<file path="src/rtl/core/array_priority_queue_assert.svh">
// Assertion macros for the priority queue RTL.
// Included by the top level; no other dependencies.
`ifndef ARRAY_PRIORITY_QUEUE_ASSERT_SVH
`define ARRAY_PRIORITY_QUEUE_ASSERT_SVH

// Condition a implies condition b in the same cycle.
`define APQ_ASSERT_IMPLY(label, clk, rst, a, b) \
  label: assert property (@(posedge clk) disable iff (rst) (a) |-> (b)) \
    else $error("array_priority_queue: implication check failed");

// Condition a implies condition b in the next cycle.
`define APQ_ASSERT_NEXT(label, clk, rst, a, b) \
  label: assert property (@(posedge clk) disable iff (rst) (a) |=> (b)) \
    else $error("array_priority_queue: next-cycle check failed");

`endif

</file>
<file path="src/rtl/core/apq_pkg.sv">
// Shared types and codes for the array priority queue.
// No dependencies.
package apq_pkg;

  localparam logic [1:0] OP_PUSH  = 2'd0;
  localparam logic [1:0] OP_POP   = 2'd1;
  localparam logic [1:0] OP_FRONT = 2'd2;

  localparam logic [1:0] ST_OK    = 2'd0;
  localparam logic [1:0] ST_FULL  = 2'd1;
  localparam logic [1:0] ST_EMPTY = 2'd2;

  // One stored queue entry.
  typedef struct packed {
    logic signed [31:0] value;
    logic [7:0]         prio;
  } entry_t;

  // Result word minus occupancy (occupancy width follows DEPTH).
  typedef struct packed {
    logic [1:0]         status;
    logic signed [31:0] value;
    logic [7:0]         prio;
  } result_t;

endpackage

</file>
<file path="src/rtl/core/apq_mem.sv">
// Entry store: one write port, one read port, registered read data.
// Depends on apq_pkg.
module apq_mem #(
  parameter int DEPTH = 64,
  parameter int AW    = 6
) (
  input  logic            clk,
  input  logic            wr_en,
  input  logic [AW-1:0]   wr_addr,
  input  apq_pkg::entry_t wr_data,
  input  logic            rd_en,
  input  logic [AW-1:0]   rd_addr,
  output apq_pkg::entry_t rd_data
);
  import apq_pkg::*;

  entry_t mem [DEPTH];

  always_ff @(posedge clk) begin
    if (wr_en) begin
      mem[wr_addr] <= wr_data;
    end
    if (rd_en) begin
      rd_data <= mem[rd_addr];
    end
  end

endmodule

</file>
<file path="src/rtl/core/apq_seq.sv">
// Operation sequencer: push, front scan, pop scan and shift-down.
// Depends on apq_pkg; drives the ports of apq_mem.
module apq_seq #(
  parameter int DEPTH = 64,
  parameter int AW    = 6,
  parameter int CW    = 7
) (
  input  logic             clk,
  input  logic             rst,
  input  logic             in_valid,
  output logic             in_stall,
  input  logic [1:0]       op,
  input  apq_pkg::entry_t  in_entry,
  input  logic             res_ready,
  output logic             res_valid,
  output apq_pkg::result_t res,
  output logic [CW-1:0]    res_occ,
  output logic             wr_en,
  output logic [AW-1:0]    wr_addr,
  output apq_pkg::entry_t  wr_data,
  output logic             rd_en,
  output logic [AW-1:0]    rd_addr,
  input  apq_pkg::entry_t  rd_data
);
  import apq_pkg::*;

  localparam logic [1:0] S_IDLE  = 2'd0;
  localparam logic [1:0] S_SCAN  = 2'd1;
  localparam logic [1:0] S_SHIFT = 2'd2;
  localparam logic [1:0] S_DONE  = 2'd3;

  logic [1:0]    state;
  logic [CW-1:0] count;
  logic [7:0]    highest;
  logic [AW-1:0] ptr;       // scan: index of the entry on rd_data; shift: write index
  logic [7:0]    max_acc;   // max priority of the entries kept so far
  logic          is_pop;
  result_t       hold;

  logic          accept;
  logic          is_full;
  logic          is_empty;
  logic          is_fetch_op;
  logic [CW-1:0] ptr_ext;
  logic          scan_last;
  logic          scan_match;
  logic          shift_last;
  logic [7:0]    max_with_rd;

  assign is_full     = (count == CW'(DEPTH));
  assign is_empty    = (count == '0);
  assign is_fetch_op = op inside {OP_POP, OP_FRONT};
  assign in_stall    = rst || !((state == S_IDLE) && res_ready);
  assign accept      = in_valid && !in_stall;
  assign ptr_ext     = CW'(ptr);
  assign scan_last   = (ptr_ext + CW'(1)) == count;
  assign scan_match  = (rd_data.prio == highest) || scan_last;
  assign shift_last  = (ptr_ext + CW'(2)) == count;
  assign max_with_rd = (rd_data.prio > max_acc) ? rd_data.prio : max_acc;

  // Memory port control
  always_comb begin
    wr_en   = 1'b0;
    wr_addr = ptr;
    wr_data = rd_data;
    rd_en   = 1'b0;
    rd_addr = ptr + AW'(1);
    case (state)
      S_IDLE: begin
        wr_en   = accept && (op == OP_PUSH) && !is_full;
        wr_addr = count[AW-1:0];
        wr_data = in_entry;
        rd_en   = accept && is_fetch_op && !is_empty;
        rd_addr = '0;
      end
      S_SCAN: begin
        rd_en = !scan_last && (!scan_match || is_pop);
      end
      S_SHIFT: begin
        wr_en   = 1'b1;
        rd_en   = !shift_last;
        rd_addr = ptr + AW'(2);
      end
      default: begin
      end
    endcase
  end

  // Result toward the output register
  always_comb begin
    res_valid   = 1'b0;
    res.status  = ST_OK;
    res.value   = '0;
    res.prio    = '0;
    res_occ     = count;
    if (state == S_IDLE) begin
      res_valid = accept && (!is_fetch_op || is_empty);
      if (op == OP_PUSH) begin
        if (is_full) begin
          res.status = ST_FULL;
        end else begin
          res_occ = count + CW'(1);
        end
      end else if (is_fetch_op) begin
        res.status = ST_EMPTY;
      end
    end else if (state == S_DONE) begin
      res_valid = 1'b1;
      res       = hold;
    end
  end

  always_ff @(posedge clk) begin
    if (rst) begin
      state   <= S_IDLE;
      count   <= '0;
      highest <= '0;
    end else begin
      case (state)
        S_IDLE: begin
          if (accept) begin
            ptr     <= '0;
            max_acc <= '0;
            is_pop  <= (op == OP_POP);
            if (op == OP_PUSH && !is_full) begin
              count <= count + CW'(1);
              if (in_entry.prio > highest) begin
                highest <= in_entry.prio;
              end
            end
            if (is_fetch_op && !is_empty) begin
              state <= S_SCAN;
            end
          end
        end
        S_SCAN: begin
          if (!scan_match) begin
            max_acc <= max_with_rd;
            ptr     <= ptr + AW'(1);
          end else begin
            hold.status <= ST_OK;
            hold.value  <= rd_data.value;
            hold.prio   <= rd_data.prio;
            if (!is_pop) begin
              state <= S_DONE;
            end else if (scan_last) begin
              count   <= count - CW'(1);
              highest <= max_acc;
              state   <= S_DONE;
            end else begin
              state <= S_SHIFT;
            end
          end
        end
        S_SHIFT: begin
          if (shift_last) begin
            count   <= count - CW'(1);
            highest <= max_with_rd;
            state   <= S_DONE;
          end else begin
            max_acc <= max_with_rd;
            ptr     <= ptr + AW'(1);
          end
        end
        S_DONE: begin
          if (res_ready) begin
            state <= S_IDLE;
          end
        end
        default: begin
          state <= S_IDLE;
        end
      endcase
    end
  end

endmodule

</file>
<file path="src/rtl/core/array_priority_queue.sv">
// Array priority queue, top level: sequencer, entry memory and output register.
// Depends on apq_pkg, apq_mem, apq_seq and array_priority_queue_assert.svh.
//
// Unsorted-array priority queue of up to DEPTH (value, priority) entries kept
// in one synchronous memory in arrival order. Each input word is a push, a pop
// or a front query and yields exactly one result word. A push, a refused push,
// an operation on an empty queue and the unused code are answered straight from
// the idle state, with no memory scan. A front query reads the memory from
// entry 0 until it meets the first entry at the highest priority. A pop does
// that scan and then moves every later entry down one place while rescanning
// for the new maximum, one entry per cycle through the single read and write
// port. One operation is in flight at a time, and a new word is taken only
// while the output register is empty or being drained in that cycle, so a
// result held by a stalled receiver also holds off the input. Entries are only
// ever read below the fill count, so the memory needs no clearing after reset.
module array_priority_queue #(
  parameter int DEPTH = 64,
  localparam int AW   = (DEPTH > 1) ? $clog2(DEPTH) : 1,
  localparam int CW   = $clog2(DEPTH + 1)
) (
  input  logic                clk,
  input  logic                rst,
  input  logic                in_valid,
  output logic                in_stall,
  input  logic [1:0]          operation,
  input  logic signed [31:0]  item_value,
  input  logic [7:0]          item_priority,
  output logic                out_valid,
  input  logic                out_stall,
  output logic [1:0]          status,
  output logic signed [31:0]  out_value,
  output logic [7:0]          out_priority,
  output logic [CW-1:0]       occupancy
);
  import apq_pkg::*;

  `include "array_priority_queue_assert.svh"

  entry_t        in_entry;
  logic          res_ready;
  logic          res_valid;
  result_t       res;
  logic [CW-1:0] res_occ;

  logic          wr_en;
  logic [AW-1:0] wr_addr;
  entry_t        wr_data;
  logic          rd_en;
  logic [AW-1:0] rd_addr;
  entry_t        rd_data;

  assign in_entry.value = item_value;
  assign in_entry.prio  = item_priority;

  apq_seq #(
    .DEPTH (DEPTH),
    .AW    (AW),
    .CW    (CW)
  ) u_seq (
    .clk       (clk),
    .rst       (rst),
    .in_valid  (in_valid),
    .in_stall  (in_stall),
    .op        (operation),
    .in_entry  (in_entry),
    .res_ready (res_ready),
    .res_valid (res_valid),
    .res       (res),
    .res_occ   (res_occ),
    .wr_en     (wr_en),
    .wr_addr   (wr_addr),
    .wr_data   (wr_data),
    .rd_en     (rd_en),
    .rd_addr   (rd_addr),
    .rd_data   (rd_data)
  );

  apq_mem #(
    .DEPTH (DEPTH),
    .AW    (AW)
  ) u_mem (
    .clk     (clk),
    .wr_en   (wr_en),
    .wr_addr (wr_addr),
    .wr_data (wr_data),
    .rd_en   (rd_en),
    .rd_addr (rd_addr),
    .rd_data (rd_data)
  );

  // Output register: loads whenever it is empty or being drained.
  assign res_ready = !out_valid || !out_stall;

  always_ff @(posedge clk) begin
    if (rst) begin
      out_valid <= 1'b0;
    end else if (res_ready) begin
      out_valid <= res_valid;
    end
  end

  always_ff @(posedge clk) begin
    if (res_valid && res_ready) begin
      status       <= res.status;
      out_value    <= res.value;
      out_priority <= res.prio;
      occupancy    <= res_occ;
    end
  end

  // A refused push only happens at capacity; an empty status only when empty.
  `APQ_ASSERT_IMPLY(a_full_at_depth, clk, rst, out_valid && (status == ST_FULL), occupancy == CW'(DEPTH))
  `APQ_ASSERT_IMPLY(a_empty_at_zero, clk, rst, out_valid && (status == ST_EMPTY), occupancy == '0)
  // The sequencer only hands over a result when the output register can take it.
  `APQ_ASSERT_NEXT(a_result_lands, clk, rst, res_valid && res_ready, out_valid)

endmodule
</file>
<file path="config.mk">
export PLATFORM = sky130hd
export DESIGN_NAME = array_priority_queue
export DESIGN_NICKNAME = d
export VERILOG_FILES = /design/src/rtl/core/apq_pkg.sv /design/src/rtl/core/apq_mem.sv /design/src/rtl/core/apq_seq.sv /design/src/rtl/core/array_priority_queue.sv
export VERILOG_INCLUDE_DIRS = /design/src /design/src/rtl/core
export SDC_FILE = /design/constraint.sdc
export NUM_CORES = 2
export LEC_CHECK = 0
export ABC_AREA = 0
export BUFFER_PORTS_ARGS = -buffer_cell sky130_fd_sc_hd__buf_2
export CAP_MARGIN = 25
export CORE_MARGIN = 2
export CORE_UTILIZATION = 34
export DETAILED_ROUTE_END_ITERATION = 10
export GPL_ROUTABILITY_DRIVEN = 0
export SLEW_MARGIN = 25
export SYNTH_ARGS = -nofsm -noshare
export SYNTH_HDL_FRONTEND = slang
export SYNTH_HIERARCHICAL = 1
export SYNTH_SLANG_ARGS = --single-unit
</file>
<file path="constraint.sdc">
create_clock -name clk -period 6.4 [get_ports clk]
set_input_delay 1.92 -clock clk [delete_from_list [all_inputs] [get_ports clk]]
set_output_delay 1.92 -clock clk [all_outputs]
set_load 0.01 [all_outputs]
</file>
==> impl_metrics.xml <==
<?xml version="1.0" encoding="UTF-8"?>
<metrics>
  <group name="critical_path">
    <metric name="worstPathBufferInverterCount" unit="">3</metric>
    <metric name="timing.critical_path.arrival" unit="ps">5750</metric>
    <metric name="timing.critical_path.cells" unit="">inv_1, ha_1, clkinv_1, a221oi_4, nor2b_1, nand2_1, buf_4, o22ai_1, nor4_1, o22a_1</metric>
    <metric name="endpoint_kind" unit="">flip-flop</metric>
    <metric name="critical_path.top_delay_family" unit="">simple AND/OR/NAND/NOR gates</metric>
    <metric name="critical_path_peak_fanout" unit="">15</metric>
    <metric name="crit_path_start_kind" unit="">flip-flop</metric>
    <metric name="critical_path_type" unit="">flip-flop to flip-flop</metric>
    <metric name="timing.critical_path.slowest_stage_cell" unit="">sky130_fd_sc_hd__nor4_1</metric>
    <metric name="slowest_delay" unit="ps">820</metric>
    <metric name="cp_data_required_time" unit="ps">7170</metric>
    <metric name="reg2reg_slack" unit="ps">1420</metric>
  </group>
  <group name="synth">
    <metric name="ys.warnings.count" unit="">6</metric>
    <metric name="ys_seq_elements" unit="">2722</metric>
    <metric name="async_reset_ff_frac" unit="">0</metric>
    <metric name="number_of_enable_type_register_cells_in_the_synthesized_netlist" unit="">2704</metric>
    <metric name="yosysUniqueCellTypes" unit="">67</metric>
    <metric name="ys_seq_area_frac" unit="">0.778</metric>
    <metric name="mappedNetlistArea" unit="µm²">105000</metric>
    <metric name="syn_inst" unit="">4783</metric>
    <metric name="postSynthAreaPerCell" unit="µm²">21.9</metric>
    <metric name="synth_flop_cell" unit="">sky130_fd_sc_hd__edfxtp_1</metric>
    <metric name="postSynthNetCount" unit="">4856</metric>
  </group>
  <group name="flow_run">
    <metric name="maxCapViolations" unit="">0</metric>
  </group>
  <group name="global_routing">
    <metric name="grt_pass1_vias" unit="">51276</metric>
    <metric name="global_route_wire_length_before_repair" unit="µm">383000</metric>
    <metric name="grt_remaining_overflow" unit="">0</metric>
    <metric name="grt_max_degree" unit="">105</metric>
    <metric name="grt_util_all_layers" unit="">0.168</metric>
    <metric name="grt_antenna_before_repair" unit="">10</metric>
  </group>
  <group name="route">
    <metric name="avgViaCountPerCell" unit="">5.40</metric>
    <metric name="detailedRoute.firstIterationViolations" unit="">6005</metric>
    <metric name="detailed_route_wire_length_per_cell" unit="µm">28.5</metric>
    <metric name="total_wirelength" unit="µm">268000</metric>
    <metric name="total_via_count_in_the_routed_design" unit="">50897</metric>
    <metric name="drtAntennaViolNets" unit="">0</metric>
    <metric name="drt-pass1-iter-count" unit="">5</metric>
    <metric name="drcViolationCount" unit="">0</metric>
  </group>
  <group name="cells_and_area">
    <metric name="drive_above_1_share" unit="">0.277</metric>
    <metric name="finalNetCount" unit="">5183</metric>
    <metric name="design_area" unit="µm²">121000</metric>
    <metric name="layout_overhead_on_the_synthesized_area" unit="%">15.0</metric>
  </group>
  <group name="pwr">
    <metric name="power_density" unit="nW/µm²">388</metric>
    <metric name="post-layout-total-power" unit="mW">46.8</metric>
    <metric name="leakage" unit="nW">36.0</metric>
    <metric name="worst_ir_drop_vdd" unit="µV">331</metric>
  </group>
  <group name="hold_path">
    <metric name="timing.hold.worst.class" unit="">flip-flop to flip-flop</metric>
  </group>
  <group name="sta">
    <metric name="timing.final.setup_violations" unit="">0</metric>
    <metric name="tns" unit="ps">0</metric>
    <metric name="final_min_period_over_clock_period" unit="">0.778</metric>
    <metric name="rsz0062_at_grt" unit="">false</metric>
    <metric name="worst_clock_skew" unit="ps">47.4</metric>
    <metric name="fmaxAchievable" unit="MHz">201</metric>
    <metric name="drv_slew" unit="">0</metric>
    <metric name="worst_relative_slew_slack" unit="">0.285</metric>
    <metric name="finalHoldViolCount" unit="">0</metric>
    <metric name="timing.final.crit_period" unit="ps">4980</metric>
    <metric name="worstMarginPinSlew" unit="ps">1070</metric>
  </group>
  <group name="floorplan">
    <metric name="die_area" unit="µm²">313000</metric>
    <metric name="start_util" unit="">0.342</metric>
    <metric name="floorplan.die.height" unit="µm">559</metric>
    <metric name="boundary_pin_count" unit="">97</metric>
    <metric name="design.core.area" unit="µm²">306000</metric>
    <metric name="die_w" unit="µm">559</metric>
    <metric name="floorplan.rows" unit="">203</metric>
  </group>
  <group name="cts">
    <metric name="cts_inserted_buffers" unit="">295</metric>
    <metric name="cts.repair.resized" unit="">0</metric>
    <metric name="h_tree_levels" unit="">5</metric>
    <metric name="clock_sinks" unit="">2722</metric>
    <metric name="postCtsHoldBufs" unit="">0</metric>
    <metric name="longest_clk_path_bufs" unit="">4</metric>
    <metric name="clock_tree.root_cell" unit="">sky130_fd_sc_hd__clkbuf_16</metric>
    <metric name="worstSkewPairLatency" unit="ps">900</metric>
    <metric name="clock_tree_from_tritoncts" unit="">yes</metric>
    <metric name="post-cts-setup-buffer-count" unit="">0</metric>
    <metric name="clk_transition_reported_paths" unit="ps">60</metric>
  </group>
  <group name="placement">
    <metric name="placedInstanceArea" unit="µm²">112000</metric>
    <metric name="port-buffer-count" unit="">96</metric>
    <metric name="detailedPlacementHpwl" unit="µm">152000</metric>
  </group>
  <group name="run_status">
    <metric name="result_of_the_run" unit="">finished, final reports clean</metric>
  </group>
</metrics>
==> layout by cell type (no fill, tap or decap), types with 16 or more instances in the layout <==
| cell type | n |
|---|---|
| sky130_fd_sc_hd__o21ai_0 | 28 |
| sky130_fd_sc_hd__nor4_1 | 28 |
| sky130_fd_sc_hd__nand2_1 | 51 |
| sky130_fd_sc_hd__nor2_1 | 74 |
| sky130_fd_sc_hd__clkbuf_1 | 67 |
| sky130_fd_sc_hd__edfxtp_1 | 2704 |
| sky130_fd_sc_hd__nor2b_1 | 28 |
| sky130_fd_sc_hd__a22o_1 | 16 |
| sky130_fd_sc_hd__mux4_2 | 608 |
| sky130_fd_sc_hd__o22ai_1 | 146 |
| sky130_fd_sc_hd__dfxtp_1 | 18 |
| sky130_fd_sc_hd__nor2_4 | 64 |
| sky130_fd_sc_hd__ha_1 | 26 |
| sky130_fd_sc_hd__and2_1 | 48 |
| sky130_fd_sc_hd__buf_12 | 40 |
| sky130_fd_sc_hd__inv_1 | 32 |
| sky130_fd_sc_hd__o221ai_1 | 43 |
| sky130_fd_sc_hd__o22a_1 | 26 |
| sky130_fd_sc_hd__a21oi_1 | 92 |
| sky130_fd_sc_hd__buf_4 | 169 |
| sky130_fd_sc_hd__a22oi_1 | 18 |
| sky130_fd_sc_hd__clkinv_2 | 32 |
| sky130_fd_sc_hd__a221oi_1 | 43 |
| sky130_fd_sc_hd__clkbuf_16 | 301 |
| sky130_fd_sc_hd__mux2i_1 | 115 |
| sky130_fd_sc_hd__mux2_2 | 73 |
| sky130_fd_sc_hd__buf_2 | 96 |
| sky130_fd_sc_hd__clkinv_1 | 67 |
==> flip-flops by register name, indices dropped and copies added (netlist names) <==
| register | cells |
|---|---|
| occupancy | 7 |
| status | 2 |
| u_seq/is_pop | 1 |
| out_valid | 1 |
| u_mem/mem | 2560 |
| u_seq/count | 7 |
| out_priority | 8 |
| u_seq/state | 2 |
| u_seq/hold | 40 |
| out_value | 32 |
| u_seq/ptr | 6 |
| u_seq/highest | 8 |
| u_seq/max_acc | 8 |
| u_mem/rd_data | 40 |
==> cell type report <==
cell class                 count  area (µm²)
antenna                        3        7.51
clock buffer                 370        7810
clock inverter               131         936
fill                       27118      186000
inverter                      34         128
multi-input combinational   1751       22500
sequential                  2722       81600
tap                         4100        5130
timing repair buffer         306        2580
==> stage by stage <==
stage	std cells	setup slack, ps	util	hold slack, ps
after CTS	9414	1450	0.394	467
after detailed placement	8913	670	0.365	442
after global routing	9414	1270	0.394	482
after global placement	8907	597	0.365	434
final	9417	1420	0.394	461
after floorplan	4783	950	-	422
==> routing by layer <==
metal,vias up,share of wire,GRT usage
li1,20925,-,-
met2,2062,0.48,0.270
met3,404,0.066,0.0244
met1,27504,0.42,0.236
met5,-,0.000048,0
met4,2,0.031,0.0546
==> synth_stat cells (30+ instances only) <==
library cell / instances / area, µm²
sky130_fd_sc_hd__a21oi_1: 95 / 475
sky130_fd_sc_hd__nor4_1: 39 / 244
sky130_fd_sc_hd__mux2_2: 83 / 935
sky130_fd_sc_hd__mux4_2: 608 / 13700
sky130_fd_sc_hd__nand2_1: 53 / 199
sky130_fd_sc_hd__nor2_1: 139 / 522
sky130_fd_sc_hd__o22ai_1: 147 / 920
sky130_fd_sc_hd__a221oi_1: 44 / 385
sky130_fd_sc_hd__buf_4: 52 / 390
sky130_fd_sc_hd__mux2i_1: 115 / 1150
sky130_fd_sc_hd__o21ai_0: 30 / 150
sky130_fd_sc_hd__edfxtp_1: 2704 / 81200
sky130_fd_sc_hd__buf_2: 93 / 465
sky130_fd_sc_hd__o221ai_1: 43 / 377
sky130_fd_sc_hd__clkbuf_1: 106 / 398
sky130_fd_sc_hd__and2_1: 49 / 307
sky130_fd_sc_hd__inv_1: 32 / 120
==> report_power, final <==
part           internal, mW  total [mW]  switching, mW
logic                  3.20        9.12           5.92
registers              21.5        21.9          0.420
clock network          9.05        15.7           6.64
total                  33.8        46.8           13.0
==> final timing paths <==
| path | start | end | cells after the start |
|---|---|---|---|
| worst max-delay path | u_seq/state[0]$_SDFFE_PP0P_ | u_mem/rd_data[23]$_DFFE_PP_ | 10 |
| worst min register to register | u_mem/rd_data[9]$_DFFE_PP_ | u_seq/hold[9]$_DFFE_PP_ | 0 |
| worst min-delay path | u_mem/rd_data[9]$_DFFE_PP_ | u_seq/hold[9]$_DFFE_PP_ | 0 |
| worst max register to register | u_seq/state[0]$_SDFFE_PP0P_ | u_mem/rd_data[23]$_DFFE_PP_ | 10 |
==> logic make-up after synthesis <==
kind of cell	count (synthesis)	share of synthesized area
compound gates	496	0.0325
xor+xnor	26	0.00217
fa+ha+maj	28	0.00332
buf+inv	310	0.0149
flops	2722	0.778
mux	806	0.150
simple gates	395	0.0190
No activity file was read; power rests on OpenSTA's default activity.
